`src/sv/instruction_record_serializer_macros.svh`:
```
// Assertion macros for the instruction record serializer.
// Taken in by the top level; no other dependencies.
`ifndef INSTRUCTION_RECORD_SERIALIZER_MACROS_SVH
`define INSTRUCTION_RECORD_SERIALIZER_MACROS_SVH

`ifndef SYNTH
// Plain invariant, checked every cycle outside reset.
`define IRS_ASSERT(lbl, clk_s, rst_ns, expr) \
	lbl: assert property (@(posedge clk_s) disable iff (!rst_ns) (expr)) \
		else $error("assertion failed");
// Antecedent implies consequent in the next cycle.
`define IRS_ASSERT_NEXT(lbl, clk_s, rst_ns, ante, cons) \
	lbl: assert property (@(posedge clk_s) disable iff (!rst_ns) (ante) |=> (cons)) \
		else $error("assertion failed");
`else
`define IRS_ASSERT(lbl, clk_s, rst_ns, expr)
`define IRS_ASSERT_NEXT(lbl, clk_s, rst_ns, ante, cons)
`endif

`endif

```
`src/sv/irs_pkg.sv`:
```
// Shared types, constants and tables of the instruction record serializer.
// No dependencies.
`timescale 1ns / 1ps

package irs_pkg;

	// Operand index width; indices are kept modulo 2^INDEX_BITS within the 31-bit field.
	localparam int INDEX_BITS = 31;
	localparam int FIELD_W    = 31;
	localparam int IDX_W      = (INDEX_BITS < FIELD_W) ? INDEX_BITS : FIELD_W;
	localparam logic [FIELD_W-1:0] IDX_MASK = FIELD_W'((64'h1 << IDX_W) - 64'h1);

	localparam int IN_W   = 176;
	localparam int USER_W = 1;
	localparam int BYTE_W = 8;

	// Queue between front and back.
	localparam int Q_DEPTH = 2;
	localparam int Q_PTR_W = (Q_DEPTH > 1) ? $clog2(Q_DEPTH) : 1;
	localparam int Q_CNT_W = $clog2(Q_DEPTH + 1);

	typedef enum logic {
		OP_BEGIN = 1'b0,
		OP_INSTR = 1'b1
	} op_t;

	// Presence mask bit positions
	localparam int MB_A     = 0;
	localparam int MB_B     = 1;
	localparam int MB_C     = 2;
	localparam int MB_ANGLE = 3;

	// One classified request. For a begin request value holds the count and mask is zero;
	// for an instruction it holds the angle bits.
	typedef struct packed {
		op_t                op;
		logic [31:0]        value;
		logic [7:0]         opcode;
		logic [3:0]         mask;
		logic [FIELD_W-1:0] idx_a;
		logic [FIELD_W-1:0] idx_b;
		logic [FIELD_W-1:0] idx_c;
	} job_t;

	typedef struct packed {
		logic empty;
		logic full;
	} q_status_t;

	typedef enum logic [5:0] {
		PH_TAG  = 6'b000001,
		PH_OPC  = 6'b000010,
		PH_MASK = 6'b000100,
		PH_VAR  = 6'b001000,
		PH_ZERO = 6'b010000,
		PH_ANG  = 6'b100000
	} phase_t;

	// Section tag "INST"
	function automatic logic [7:0] tag_byte(input logic [1:0] k);
		logic [7:0] b;
		case (k)
			2'd0:    b = 8'h49;
			2'd1:    b = 8'h4E;
			2'd2:    b = 8'h53;
			2'd3:    b = 8'h54;
			default: b = 8'h00;
		endcase
		return b;
	endfunction

endpackage

```
`src/sv/irs_front.sv`:
```
// Front end: accepts input requests, unpacks and classifies them into jobs.
// Depends on irs_pkg.
`timescale 1ns / 1ps

module irs_front import irs_pkg::*; (
	input  logic              clk,
	input  logic              arst_n,
	input  logic              s_tvalid,
	output logic              s_tready,
	input  logic [IN_W-1:0]   s_tdata,
	input  logic [USER_W-1:0] s_tuser,
	output logic              push,
	output job_t              job,
	input  q_status_t         q_status
);

	logic valid_s1;
	job_t job_s1;
	job_t job_d;
	logic is_instr;

	assign push     = valid_s1 & ~q_status.full;
	assign s_tready = ~valid_s1 | ~q_status.full;
	assign job      = job_s1;
	assign is_instr = (s_tuser[0] == OP_INSTR);

	always_comb begin
		job_d        = '0;
		job_d.opcode = s_tdata[39:32];
		job_d.idx_a  = s_tdata[71:41] & IDX_MASK;
		job_d.idx_b  = s_tdata[103:73] & IDX_MASK;
		job_d.idx_c  = s_tdata[135:105] & IDX_MASK;
		if (is_instr) begin
			job_d.op    = OP_INSTR;
			job_d.value = s_tdata[168:137];
			job_d.mask  = {s_tdata[136], s_tdata[104], s_tdata[72], s_tdata[40]};
		end else begin
			job_d.op    = OP_BEGIN;
			job_d.value = s_tdata[31:0];
			job_d.mask  = 4'b0000;
		end
	end

	always_ff @(posedge clk or negedge arst_n) begin
		if (!arst_n) begin
			valid_s1 <= 1'b0;
		end else if (s_tready) begin
			valid_s1 <= s_tvalid;
		end
	end

	always_ff @(posedge clk) begin
		if (s_tvalid && s_tready) begin
			job_s1 <= job_d;
		end
	end

endmodule

```
`src/sv/irs_queue.sv`:
```
// Short job queue between the front and back ends.
// Depends on irs_pkg.
`timescale 1ns / 1ps

module irs_queue import irs_pkg::*; (
	input  logic      clk,
	input  logic      arst_n,
	input  logic      push,
	input  job_t      wr_job,
	input  logic      pop,
	output job_t      rd_job,
	output q_status_t status
);

	job_t               mem_q [Q_DEPTH];
	logic [Q_PTR_W-1:0] wr_ptr_q;
	logic [Q_PTR_W-1:0] rd_ptr_q;
	logic [Q_CNT_W-1:0] cnt_q;

	assign status.empty = (cnt_q == '0);
	assign status.full  = (cnt_q == Q_CNT_W'(Q_DEPTH));
	assign rd_job       = mem_q[rd_ptr_q];

	function automatic logic [Q_PTR_W-1:0] ptr_inc(input logic [Q_PTR_W-1:0] p);
		return (p == Q_PTR_W'(Q_DEPTH - 1)) ? '0 : p + 1'b1;
	endfunction

	always_ff @(posedge clk or negedge arst_n) begin
		if (!arst_n) begin
			wr_ptr_q <= '0;
			rd_ptr_q <= '0;
			cnt_q    <= '0;
		end else begin
			if (push) wr_ptr_q <= ptr_inc(wr_ptr_q);
			if (pop)  rd_ptr_q <= ptr_inc(rd_ptr_q);
			if (push && !pop)      cnt_q <= cnt_q + 1'b1;
			else if (pop && !push) cnt_q <= cnt_q - 1'b1;
		end
	end

	always_ff @(posedge clk) begin
		if (push) begin
			mem_q[wr_ptr_q] <= wr_job;
		end
	end

endmodule

```
`src/sv/irs_back.sv`:
```
// Back end: walks one job at a time and emits its bytes, one per cycle unless the output stalls, into
// the output register. Depends on irs_pkg.
`timescale 1ns / 1ps

module irs_back import irs_pkg::*; (
	input  logic              clk,
	input  logic              arst_n,
	input  logic              job_valid,
	input  job_t              job,
	output logic              pop,
	output logic              busy,
	output logic              m_tvalid,
	input  logic              m_tready,
	output logic [BYTE_W-1:0] m_tdata,
	output logic              m_tlast
);

	logic        busy_q;
	phase_t      phase_q, phase_n;
	logic [1:0]  cnt_q, cnt_n;
	logic [31:0] vsr_q, vsr_n;
	logic [2:0]  pend_q, pend_n;
	job_t        job_q;

	logic        out_ready, step, fin, advance, more;
	logic [7:0]  byte_d;
	logic [7:0]  out_byte_q;
	logic        out_last_q, out_valid_q;

	assign out_ready = ~out_valid_q | m_tready;
	assign step      = busy_q & out_ready;
	assign pop       = job_valid & (~busy_q | (step & fin));
	assign busy      = busy_q;
	assign more      = |vsr_q[31:7];

	assign m_tvalid = out_valid_q;
	assign m_tdata  = out_byte_q;
	assign m_tlast  = out_last_q;

	always_comb begin
		phase_n = phase_q;
		cnt_n   = cnt_q;
		vsr_n   = vsr_q;
		pend_n  = pend_q;
		byte_d  = 8'h00;
		fin     = 1'b0;
		advance = 1'b0;
		case (phase_q)
			PH_TAG: begin
				byte_d = tag_byte(cnt_q);
				if (cnt_q == 2'd3) phase_n = PH_VAR;
				else               cnt_n   = cnt_q + 2'd1;
			end
			PH_OPC: begin
				byte_d  = job_q.opcode;
				phase_n = PH_MASK;
			end
			PH_MASK: begin
				byte_d  = {4'b0000, job_q.mask};
				advance = 1'b1;
			end
			PH_VAR: begin
				// ULEB128 group: low 7 bits, bit 7 set while more groups follow
				byte_d  = {more, vsr_q[6:0]};
				vsr_n   = {7'b0, vsr_q[31:7]};
				advance = ~more;
			end
			PH_ZERO: begin
				byte_d  = 8'h00;
				phase_n = PH_ANG;
				cnt_n   = 2'd0;
			end
			PH_ANG: begin
				byte_d = job_q.value[{cnt_q, 3'b000} +: 8];
				if (cnt_q == 2'd3) fin   = 1'b1;
				else               cnt_n = cnt_q + 2'd1;
			end
			default: begin
				fin = 1'b1;
			end
		endcase
		// Pick the next field after the mask or a finished varint
		if (advance) begin
			if (pend_q[MB_A]) begin
				phase_n      = PH_VAR;
				vsr_n        = {1'b0, job_q.idx_a};
				pend_n[MB_A] = 1'b0;
			end else if (pend_q[MB_B]) begin
				phase_n      = PH_VAR;
				vsr_n        = {1'b0, job_q.idx_b};
				pend_n[MB_B] = 1'b0;
			end else if (pend_q[MB_C]) begin
				phase_n      = PH_VAR;
				vsr_n        = {1'b0, job_q.idx_c};
				pend_n[MB_C] = 1'b0;
			end else if (job_q.mask[MB_ANGLE]) begin
				phase_n = PH_ZERO;
			end else begin
				fin = 1'b1;
			end
		end
	end

	always_ff @(posedge clk or negedge arst_n) begin
		if (!arst_n) begin
			busy_q      <= 1'b0;
			phase_q     <= PH_TAG;
			out_valid_q <= 1'b0;
		end else begin
			if (pop) begin
				busy_q  <= 1'b1;
				phase_q <= (job.op == OP_BEGIN) ? PH_TAG : PH_OPC;
			end else if (step) begin
				if (fin) busy_q <= 1'b0;
				phase_q <= phase_n;
			end
			if (out_ready) out_valid_q <= step;
		end
	end

	always_ff @(posedge clk) begin
		if (pop) begin
			job_q  <= job;
			cnt_q  <= 2'd0;
			vsr_q  <= job.value;
			pend_q <= job.mask[2:0];
		end else if (step) begin
			cnt_q  <= cnt_n;
			vsr_q  <= vsr_n;
			pend_q <= pend_n;
		end
		if (step) begin
			out_byte_q <= byte_d;
			out_last_q <= fin;
		end
	end

endmodule

```
`src/sv/instruction_record_serializer.sv`:
```
// Channel | dir | tdata (low bit up)                               | tuser / tlast
// s_*     | in  | section_count, opcode, has_a, index_a, has_b,    | tuser: operation
//         |     | index_b, has_c, index_c, has_angle, angle_bits   |
// m_*     | out | out_byte                                         | tlast: last_byte
//
// One output byte per cycle from the back end unless m_tready stalls it. An item has
// 5 to 9 bytes for a begin request, 2 to 22 for an instruction. The back end's byte sequencer
// sets the rate; a waiting job is loaded in the cycle its predecessor's last byte is registered.
// The first byte passes the front register, queue, back-end job register and output register.
// Async reset clears control only. The front keeps taking requests while the two-entry
// queue has room, independent of m_tready.
`timescale 1ns / 1ps
`include "instruction_record_serializer_macros.svh"

module instruction_record_serializer import irs_pkg::*; (
	input  logic              clk,
	input  logic              arst_n,
	input  logic              s_tvalid,
	output logic              s_tready,
	// section_count[31:0], opcode[39:32], has_a[40], index_a[71:41], has_b[72],
	// index_b[103:73], has_c[104], index_c[135:105], has_angle[136], angle_bits[168:137]
	input  logic [IN_W-1:0]   s_tdata,
	// operation[0]
	input  logic [USER_W-1:0] s_tuser,
	output logic              m_tvalid,
	input  logic              m_tready,
	// out_byte[7:0]
	output logic [BYTE_W-1:0] m_tdata,
	output logic              m_tlast
);

	logic      push, pop, back_busy;
	job_t      fe_job, q_job;
	q_status_t q_status;

	irs_front u_front (
		.clk      (clk),
		.arst_n   (arst_n),
		.s_tvalid (s_tvalid),
		.s_tready (s_tready),
		.s_tdata  (s_tdata),
		.s_tuser  (s_tuser),
		.push     (push),
		.job      (fe_job),
		.q_status (q_status)
	);

	irs_queue u_queue (
		.clk    (clk),
		.arst_n (arst_n),
		.push   (push),
		.wr_job (fe_job),
		.pop    (pop),
		.rd_job (q_job),
		.status (q_status)
	);

	irs_back u_back (
		.clk       (clk),
		.arst_n    (arst_n),
		.job_valid (~q_status.empty),
		.job       (q_job),
		.pop       (pop),
		.busy      (back_busy),
		.m_tvalid  (m_tvalid),
		.m_tready  (m_tready),
		.m_tdata   (m_tdata),
		.m_tlast   (m_tlast)
	);

	`IRS_ASSERT(a_no_push_full, clk, arst_n, !(push && q_status.full))
	`IRS_ASSERT(a_no_pop_empty, clk, arst_n, !(pop && q_status.empty))
	`IRS_ASSERT_NEXT(a_pop_busy, clk, arst_n, pop, back_busy)
	`IRS_ASSERT_NEXT(a_idle_quiet, clk, arst_n, !back_busy && !m_tvalid, !m_tvalid)

endmodule

```
`config.mk`:
```
export PLATFORM = sky130hd
export DESIGN_NAME = instruction_record_serializer
export DESIGN_NICKNAME = d
export VERILOG_FILES = /design/src/sv/irs_pkg.sv /design/src/sv/irs_front.sv /design/src/sv/irs_queue.sv /design/src/sv/irs_back.sv /design/src/sv/instruction_record_serializer.sv
export VERILOG_INCLUDE_DIRS = /design/src /design/src/sv
export SDC_FILE = /design/constraint.sdc
export NUM_CORES = 1
export LEC_CHECK = 0
export BUFFER_PORTS_ARGS = -buffer_cell sky130_fd_sc_hd__buf_4
export CAP_MARGIN = 0
export CELL_PAD_IN_SITES_DETAIL_PLACEMENT = 2
export CELL_PAD_IN_SITES_GLOBAL_PLACEMENT = 2
export CORE_UTILIZATION = 25
export CTS_CLUSTER_SIZE = 10
export DETAILED_ROUTE_END_ITERATION = 16
export PLACE_DENSITY = 0.47
export SETUP_SLACK_MARGIN = 0.05
export SLEW_MARGIN = 0
export SYNTH_ARGS = -nofsm -noshare
export SYNTH_HDL_FRONTEND = slang
export SYNTH_SLANG_ARGS = --single-unit
```
`constraint.sdc`:
```
create_clock -name clk -period 10 [get_ports clk]
set_input_delay 0.5 -clock clk [delete_from_list [all_inputs] [get_ports clk]]
set_output_delay 0.5 -clock clk [all_outputs]
set_load 0.01 [all_outputs]
```
==> results.cfg, run 1 <==
[layout]
n_antenna_cell = 0
drive_gt1_share_pct = 30.99
nets = 1675
area_growth_syn_to_layout_pct = 21.38
n_fill_cell = 9392

[floorplan]
fp.dieW_um = 307.1
dieArea_sq_mm = 0.09430
core_sq_mm = 0.09194
pin_count = 192
initial_core_util_pct = 25.31
die_h_um = 307.1
rows = 111

[power]
vdd_drop_max_v = 0.0001674
total_power_w = 0.009432
power.leakage_nw = 9.781
powerDensity_mw_per_mm2 = 333.9

[clock_tree]
cts_tree = built
cts_made_buffers = 74
cts_buffer_depth = 3
cts-root-buf = clkbuf_16
clk_latency_ns = 0.61
htreeDepth = 3
cts_resized = 0
clk_pin_slew_worst_paths_ns = 0.06
cts_sinks = 610

[critical_path]
crit_path_max_fanout = 78
required_ns = 10.32
arrival_ns = 5.72
critPathLaunchType = flop
worstSetupPathType = reg -> reg
endpoint_kind = flop

[grt]
grt_max_degree = 79
antenna_found_initial = 0
grt_overflow = 0
grt_use_total_pct = 12.96
grt_pass1_wl_um = 89610
grt_pass1_vias = 13320

[worst_hold_path]
hp-class = in -> reg

[yosys]
yosysSeqAreaShare_pct = 78.36
ys_types = 61
syn_inst = 1270
ys_ff_latch = 610
async_flop_share_pct = 2.131
syn_avg_cell_area_sq_um = 18.32
synth_flop_cell = edfxtp_1
syn_area_sq_mm = 0.02327
synth_edf_count = 595
yosysWarnings = 0
syn_nets = 1456

[placement]
gp_congestion = 0.7693
portBuffers = 184
dpl.hpwl_um = 39440
place_ws_ns = 4.490

[sta]
maxSlewViolCount = 0
setup_viol = 0
rsz0062_at_grt = no
max-slew-margin-rel_pct = 27.20
tightest_slew_ns = 1.092
finalHoldViolCount = 0
period_share_pct = 54.05
fin_setup_tns_ns = 0
skew_ns = 0.01978
timing.fmax_mhz = 185.0
setup_ws_ns = 4.595
period_minus_slack_ns = 5.405

[run]
maxCapViolations = 0

[detailed_routing]
final_antenna_net_count = 0
drt_pass1_iterations = 6
wl_per_cell_um = 21.96
drc = 0
vias = 11940
drt-vias-per-instance = 4.317
drt_iter0_drc = 606
routed_wl_um = 60740

[outcome]
status = finished, final reports clean
## per-layer routing
metal	track usage, %	routed length, um	up-vias
li1	-	-	5449
met1	16.66	26840	6148
met2	21.65	29900	240
met3	2.398	2108	105
met4	4.917	1892	0
met5	0	0	-
## placed cells by master (no fill, tap or decap), drive strengths merged, types with 17 or more instances in the layout
| cell type | Yosys | layout |
|---|---|---|
| o22ai | 17 | 17 |
| mux2 | 156 | 156 |
| clkbuf | 47 | 97 |
| edfxtp | 595 | 595 |
| o21ai | 28 | 28 |
| a221o | 17 | 17 |
| inv | 43 | 48 |
| nand2 | 51 | 51 |
| buf | 15 | 204 |
| a22oi | 49 | 49 |
| nor2 | 28 | 28 |
| mux2i | 49 | 49 |
## final cells by class
cell class | count | area, sq um | area share (%)
sequential | 610 | 18240 | 64.57
multi-input combinational | 553 | 4624 | 16.37
clock buffer | 97 | 1991 | 7.048
tap | 1243 | 1555 | 5.506
timing repair buffer | 205 | 1541 | 5.458
inverter | 45 | 171.4 | 0.6069
clock inverter | 13 | 123.9 | 0.4386
## synthesized netlist by cell type, types with 2 or more instances
library cell  instances  area [sq um]
a211oi_1              9         67.56
a21boi_0              5         37.54
a21oi_1               9         45.04
a221o_1              17         170.2
a221oi_1              6         52.55
a22oi_1              49         367.9
a311oi_1              2         17.52
a31oi_1              10         62.56
and2_1               10         62.56
and3_1                9         56.30
and4_1                2         17.52
buf_1                 8         30.03
buf_2                 3         15.01
buf_6                 4         45.04
clkbuf_1             47         176.4
clkinv_1              2         7.510
dfrtp_1              12         300.3
dfxtp_1               2         40.04
edfxtp_1            595         17870
ha_1                  5         62.56
inv_1                43         161.4
mux2_1                2         22.52
mux2_2              154          1734
mux2i_1              49         490.5
mux4_2                8         180.2
nand2_1              51         191.4
nand2b_1             12         75.07
nand3_1               4         20.02
nand3b_1              2         15.01
nand4_1               4         25.02
nor2_1               27         101.4
nor2b_1               7         43.79
nor3_1                4         20.02
nor4_1                6         37.54
o211ai_1              2         15.01
o21ai_0              28         140.1
o22ai_1              17         106.4
o311ai_0              9         78.83
o31ai_1               6         45.04
or2_2                 3         18.77
or3_1                 2         12.51
xnor2_1               3         26.28
xor2_1                3         26.28
## per-stage QoR
| step | instances | utilization, % | hold WS (ns) | area (sq um) |
|---|---|---|---|---|
| 4_1_cts | 2766 | 30.72 | 0.005814 | 28240 |
| 5_1_grt | 2766 | 30.72 | 0.01665 | 28240 |
| 2_1_floorplan | 1270 | - | 0.2044 | 23270 |
| 3_3_place_gp | 2655 | 28.41 | 0.3654 | 26120 |
| 6_report | 2766 | 30.72 | 0.06028 | 28240 |
| 3_5_place_dp | 2655 | 28.41 | 0.3678 | 26120 |
## power by group
part | total [W] | leakage, nW | switching, W | internal [W]
clock network | 0.00243 | 1.03 | 0.00102 | 0.00141
logic | 0.00249 | 2.94 | 0.00162 | 0.000866
registers | 0.00451 | 5.81 | 0.000404 | 0.00411
total | 0.00943 | 9.78 | 0.00304 | 0.00639
## path summary, 6_finish.rpt
path	cells after the start	slack [ns]	endpoint	from
setup reg to reg	10	4.60	u_back.pend_q[1]$_SDFFCE_PN0P_	u_back.pend_q[0]$_SDFFCE_PN0P_
setup / recovery	10	4.60	u_back.pend_q[1]$_SDFFCE_PN0P_	u_back.pend_q[0]$_SDFFCE_PN0P_
min in group asynchronous	2	0.28	u_queue.cnt_q[1]$_DFFE_PN0P_	arst_n
hold / removal	1	0.06	u_front.job[100]$_DFFE_PP_	s_tdata[35]
max in group asynchronous	2	9.48	u_back.phase_q[0]$_DFFE_PN1P_	arst_n
hold reg to reg	0	0.44	u_queue.mem_q[1][128]$_DFFE_PP_	u_front.job[128]$_DFFE_PP_
## cell families (layout without fill, tap and decap cells)
family	count (synthesis)	count (layout)	share of synthesized area, %
xor gates and xnor gates	6	6	0.2259
and+or+nand+nor	149	149	3.237
AOI/OAI and AO/OA	180	180	5.608
buffers and inverters	107	360	1.871
muxes	213	213	10.43
DFF	610	610	78.36
adders and majority gates	5	5	0.2688
## flip-flops by register name, summed over array words and instances, names as in the netlist
register,count
u_queue.mem_q,276
u_front.job,138
u_back.job_q,137
u_back.vsr_q,32
u_back.m_tdata,8
u_back.phase_q,6
u_back.pend_q,3
u_back.cnt_q,2
u_queue.cnt_q,2
u_back.busy,1
u_back.m_tlast,1
u_back.m_tvalid,1
u_front.valid_s1,1
u_queue.rd_ptr_q,1
u_queue.wr_ptr_q,1
## timing repair
item,in CTS,in global routing
hold buffers,1,0
hold endpoints to repair,13,0
setup buffers,0,0
## worst max-delay path, stage by stage (launching register included)
cell and delay [ns]:
edfxtp_1 0.36, buf_4 0.30, or2_1 0.49, or3_4 0.43, or3_1 0.40, a32o_1 0.30, a211o_2 0.35, buf_4 0.31
inv_4 0.74, buf_4 0.97, o21a_1 0.26
Note: power is estimated with default switching activity, not from simulation.
==> run 2: changes to the inputs <==
Settings changed: PLACE_DENSITY 0.47 to 0.49.
Clock period 10 ns to 4.7 ns, I/O delays scaled along.
==> results.cfg, run 2 (synthesis gave the netlist of run 1 again) <==
[layout]
drive_gt1_share_pct = 28.35
largest_reg_flops = 276
n_fill_cell = 9358
ff_latch_area_sq_mm = 0.01824
top_register = u_queue.mem_q
multi_input_area_sq_mm = 0.004624
layout.cells.non_filler = 2947
mostFrequentLayoutCells = edfxtp_1, buf_4, dlygate4sd3_1
final_common_cell = edfxtp_1
nets = 1856
n_antenna_cell = 0
area_growth_syn_to_layout_pct = 29.35

[clock_tree]
cts_resized = 0
clk_latency_ns = 0.62
cts_made_buffers = 75
postCtsSetupBuffers = 0
cts-root-buf = clkbuf_16
cts_hold_buf = 172
cts_buffer_depth = 3
cts_tree = built
htreeDepth = 3
cts_sinks = 610
clk_pin_slew_worst_paths_ns = 0.06

[placement]
portBuffers = 184
gp_congestion = 0.7786
place_ws_ns = 0.9707
dp.cells = 2664
dpl.hpwl_um = 39790

[detailed_routing]
drt-vias-per-instance = 4.312
wl_per_cell_um = 21.14
drc = 0
routed_wl_um = 62310
final_antenna_net_count = 0
drt_pass1_iterations = 5
vias = 12710
drt_iter0_drc = 543

[sta]
period_minus_slack_ns = 3.701
max-slew-margin-rel_pct = 14.20
finalHoldViolCount = 0
tightest_slew_ns = 1.287
setup_viol = 0
fin_setup_tns_ns = 0
timing.fmax_mhz = 270.2
maxSlewViolCount = 0
rsz0062_at_grt = no
period_share_pct = 78.75
setup_ws_ns = 0.9988
skew_ns = 0.02744

[power]
vdd_drop_max_v = 0.0003881
total_power_w = 0.02034
power.leakage_nw = 10.56
powerDensity_mw_per_mm2 = 675.7

[outcome]
status = finished, final reports clean

[floorplan]
initial_core_util_pct = 25.31
dieArea_sq_mm = 0.09430
die_h_um = 307.1
core_sq_mm = 0.09194
pin_count = 192
rows = 111
fp.dieW_um = 307.1

[run]
maxCapViolations = 0

[grt]
antenna_found_initial = 0
grt_overflow = 0
grt_use_total_pct = 13.39
grt_max_degree = 139
grt_pass1_vias = 14190
grt_pass1_wl_um = 93050

[critical_path]
worstSetupPathType = reg -> reg
endpoint_kind = flop
crit_path_max_fanout = 27
required_ns = 5.06
critPathLaunchType = flop
arrival_ns = 4.07

[worst_hold_path]
hp-class = in -> async
-- run 2: cell type report --
class                   count  share of cell area [%]
flip-flops and latches    610                   60.59
multi-input cells         553                   15.36
repair buffers            385                   11.28
clock buffers              93                   6.531
well taps                1243                   5.167
inverters                  45                  0.5695
clock inverters            18                  0.4947
-- run 2: power breakdown --
group / internal, W / leakage (nW) / switching [W] / total (W)
Sequential: 0.00871 / 5.81 / 0.000883 / 0.00960
Clock: 0.00299 / 1.03 / 0.00217 / 0.00516
Combinational: 0.00210 / 3.72 / 0.00349 / 0.00558
Total: 0.0138 / 10.6 / 0.00654 / 0.0203
-- run 2: worst max-delay path, stage by stage (launching register included) --
cell,delay [ns]
edfxtp_1,0.60
or2_1,0.48
or3_4,0.42
or3_1,0.39
a32o_1,0.29
a211o_2,0.38
buf_4,0.29
buf_4,0.29
mux2_2,0.28
-- run 2: final timing paths --
check                                               start                              to  slack [ns]  depth (start not counted)
max                        u_back.pend_q[1]$_SDFFCE_PN0P_       u_back.vsr_q[7]$_DFFE_PP_         1.0                          8
min                                                arst_n   u_back.phase_q[3]$_DFFE_PN0P_        0.04                          2
max reg2reg                u_back.pend_q[1]$_SDFFCE_PN0P_       u_back.vsr_q[7]$_DFFE_PP_         1.0                          8
min reg2reg                     u_front.job[88]$_DFFE_PP_  u_queue.mem_q[0][88]$_DFFE_PP_        0.44                          0
max in group asynchronous                          arst_n   u_back.phase_q[0]$_DFFE_PN1P_        4.40                          2
min in group clk                                  s_tuser      u_front.job[137]$_DFFE_PP_        0.14                          1
-- run 2: routing by layer --
metal | part of all wire [%] | vias to the layer above | routed length, um | track usage, %
met5 | 0 | - | 0 | 0
met4 | 2.9 | 0 | 1805 | 4.420
met3 | 3.2 | 107 | 2002 | 2.467
met2 | 51 | 224 | 31920 | 23.35
met1 | 43 | 6566 | 26590 | 16.63
li1 | - | 5811 | - | -
-- run 2: per-stage QoR --
step | instance area (sq um) | hold slack, ns | utilization, %
2_1_floorplan | 23280 | -0.06059 | -
3_3_place_gp | 26260 | 0.1114 | 28.56
3_5_place_dp | 26260 | 0.1105 | 28.56
4_1_cts | 30100 | 0.006456 | 32.74
5_1_grt | 30100 | 0.03502 | 32.74
6_report | 30100 | 0.04441 | 32.74
==> run 3: changes to the inputs <==
Settings changed: ABC_AREA set to 1, PLACE_DENSITY 0.49 to 0.5.
Clock period 4.7 ns to 3.53 ns, I/O delays scaled along.
==> results.cfg, run 3 <==
[outcome]
status = finished, final reports clean

[yosys]
yosysSeqAreaShare_pct = 77.83
synth_compound_area_share_pct = 5.095
syn_avg_cell_area_sq_um = 13.30
syn_area_sq_mm = 0.02343
synth_top_family_by_area = simple AND/OR/NAND/NOR gates
synth_edf_count = 595
yosysWarnings = 0
ys_ff_latch = 610
synthSimpleGateAreaFrac_pct = 12.63
syn_inst = 1761
syn_nets = 1947
synthMuxAreaShare_pct = 1.581
synth_flop_cell = edfxtp_1
ys_types = 44
synth_common_cells = nand2_1, edfxtp_1, o21ai_0, nor2_1, clkbuf_1
async_flop_share_pct = 2.131
synth_top_area_cell = edfxtp_1
synth_top_cell_area_share_pct = 76.27
synthAdderAreaFrac_pct = 0.2671
synth_most_common_cell = nand2_1
yosys-top-cells-area = edfxtp_1, nand2_1, o21ai_0
synth-xor-area-share_pct = 0.1122

[grt]
antenna_found_initial = 1
grt_pass1_wl_um = 100000
grt_overflow = 0
grt_pass1_vias = 16270
grt_use_total_pct = 14.13
grt_max_degree = 140

[sta]
rsz0062_at_grt = no
period_minus_slack_ns = 2.809
max-slew-margin-rel_pct = 35.47
fin_setup_tns_ns = 0
maxSlewViolCount = 0
period_share_pct = 79.58
finalHoldViolCount = 0
timing.fmax_mhz = 356.0
setup_viol = 0
tightest_slew_ns = 0.9657
skew_ns = 0.02440

[clock_tree]
cts-root-buf = clkbuf_16
cts_buffer_depth = 3
cts_made_buffers = 77
clk_latency_ns = 0.63
clk_pin_slew_worst_paths_ns = 0.06
htreeDepth = 3
postCtsSetupBuffers = 0
cts_sinks = 610
cts_tree = built

[detailed_routing]
drt-vias-per-instance = 4.225
drt_pass1_iterations = 5
drc = 0
routed_wl_um = 65970
vias = 14560
drt_iter0_drc = 691
wl_per_cell_um = 19.15
final_antenna_net_count = 0

[layout]
final_common_cell = nand2_1
layout.cells.non_filler = 3445
drive_gt1_share_pct = 16.94
nets = 2341
n_fill_cell = 9654
finalInstanceArea_sq_mm = 0.03047
area_growth_syn_to_layout_pct = 30.09
largest_reg_flops = 276
top_register = u_queue.mem_q
n_antenna_cell = 0
mostFrequentLayoutCells = nand2_1, edfxtp_1, buf_4

[critical_path]
crit_start = u_back.phase_q[4]$_DFFE_PN0P_
endpoint_kind = flop
arrival_ns = 3.07
required_ns = 3.80
worstSetupPathType = reg -> reg
critPathLaunchType = flop
crit_path_max_fanout = 36
r2r-start = u_back.phase_q[4]$_DFFE_PN0P_

[floorplan]
pin_count = 192
rows = 111
initial_core_util_pct = 25.40
dieArea_sq_mm = 0.09493
die_h_um = 308.1
fp.dieW_um = 308.1
core_sq_mm = 0.09222

[placement]
gp_congestion = 0.7721
place_area_sq_mm = 0.02644
dp.cells = 3146
portBuffers = 184
dpl.hpwl_um = 43480

[power]
powerDensity_mw_per_mm2 = 921.5
p_clk_share_pct = 25.8
internal-power_w = 0.01822
pwr-share-comb_pct = 28.7
p_seq_share_pct = 45.4
power.net_switching_w = 0.009864
total_power_w = 0.02808
sw_frac_of_total_pct = 35.13
vdd_drop_max_v = 0.0005349
power.leakage_nw = 11.63

[worst_hold_path]
hp-class = in -> async

[run]
maxCapViolations = 0
-- run 3: final cells by class --
cell class	instances	area, sq um	share of cell area, %
Multi-Input combinational cell	1011	4639	15.22
Timing Repair Buffer	394	3503	11.50
Inverter	61	235.2	0.7719
Clock inverter	23	257.7	0.8458
Clock buffer	103	2046	6.713
Tap cell	1243	1555	5.103
Sequential cell	610	18240	59.85
-- run 3: kinds of logic (layout without fill, tap and decap cells) --
logic type                 count (synthesis)  after routing
and+or+nand+nor                          758            758
AOI/OAI and AO/OA                        212            212
muxes                                     33             33
buffers and inverters                    140            581
adders and majority gates                  5              5
xor gates and xnor gates                   3              3
DFF                                      610            610
-- run 3: final timing paths --
path / to / slack (ns) / depth (start not counted)
min reg2reg: u_queue.mem_q[0][11]$_DFFE_PP_ / 0.45 / 0
min in group clk: u_front.job[137]$_DFFE_PP_ / 0.11 / 1
min: u_back.phase_q[0]$_DFFE_PN1P_ / 0.08 / 2
max in group asynchronous: u_queue.rd_ptr_q$_DFFE_PN0P_ / 2.15 / 3
max: u_back.job_q[71]$_DFFE_PP_ / 0.72 / 8
max reg2reg: u_back.job_q[71]$_DFFE_PP_ / 0.72 / 8
-- run 3: metrics by stage --
| stage | hold slack [ns] | worst slack [ns] | utilization (%) |
|---|---|---|---|
| 6_report | 0.08261 | 0.7208 | 33.05 |
| 5_1_grt | 0.06640 | 0.5535 | 33.05 |
| 4_1_cts | 0.04041 | 0.6651 | 33.05 |
| 3_5_place_dp | 0.05328 | 0.6658 | 28.67 |
| 3_3_place_gp | 0.05494 | 0.7350 | 28.67 |
| 2_1_floorplan | -0.1191 | -1.144 | - |
-- run 3: what timing repair did --
action / CTS / global route
hold buffers: 173 / 0
gates resized for setup: 0 / 0
endpoints found under the hold margin: 153 / 0
-- run 3: critical path, cell delays in order, from the launching register on --
cell,delay (ns)
dfrtp_1,0.45
nor2_4,0.19
nand4_2,0.28
nand2_2,0.30
nand3_2,0.19
nand2_4,0.12
nand2_2,0.13
nand2_8,0.27
buf_4,0.47
-- run 3: power groups by stage --
stage | Sequential [W] | Clock (W) | Combinational, W
2_1_floorplan | 0.0127 | 0 | 0.00481
3_3_place_gp | 0.0129 | 0 | 0.00804
3_5_place_dp | 0.0129 | 0 | 0.00823
4_1_cts | 0.0128 | 0.00757 | 0.00842
5_1_grt | 0.0130 | 0.00783 | 0.00912
6_report | 0.0128 | 0.00726 | 0.00807
-- run 3: metal layers --
metal	track usage, %	routed length [um]	share of wire (%)	up-vias
li1	-	-	-	6959
met1	18.20	29560	45	7245
met2	23.72	32110	49	248
met3	2.639	2380	3.6	102
met4	4.859	1908	2.9	2
met5	0	11	0.017	-
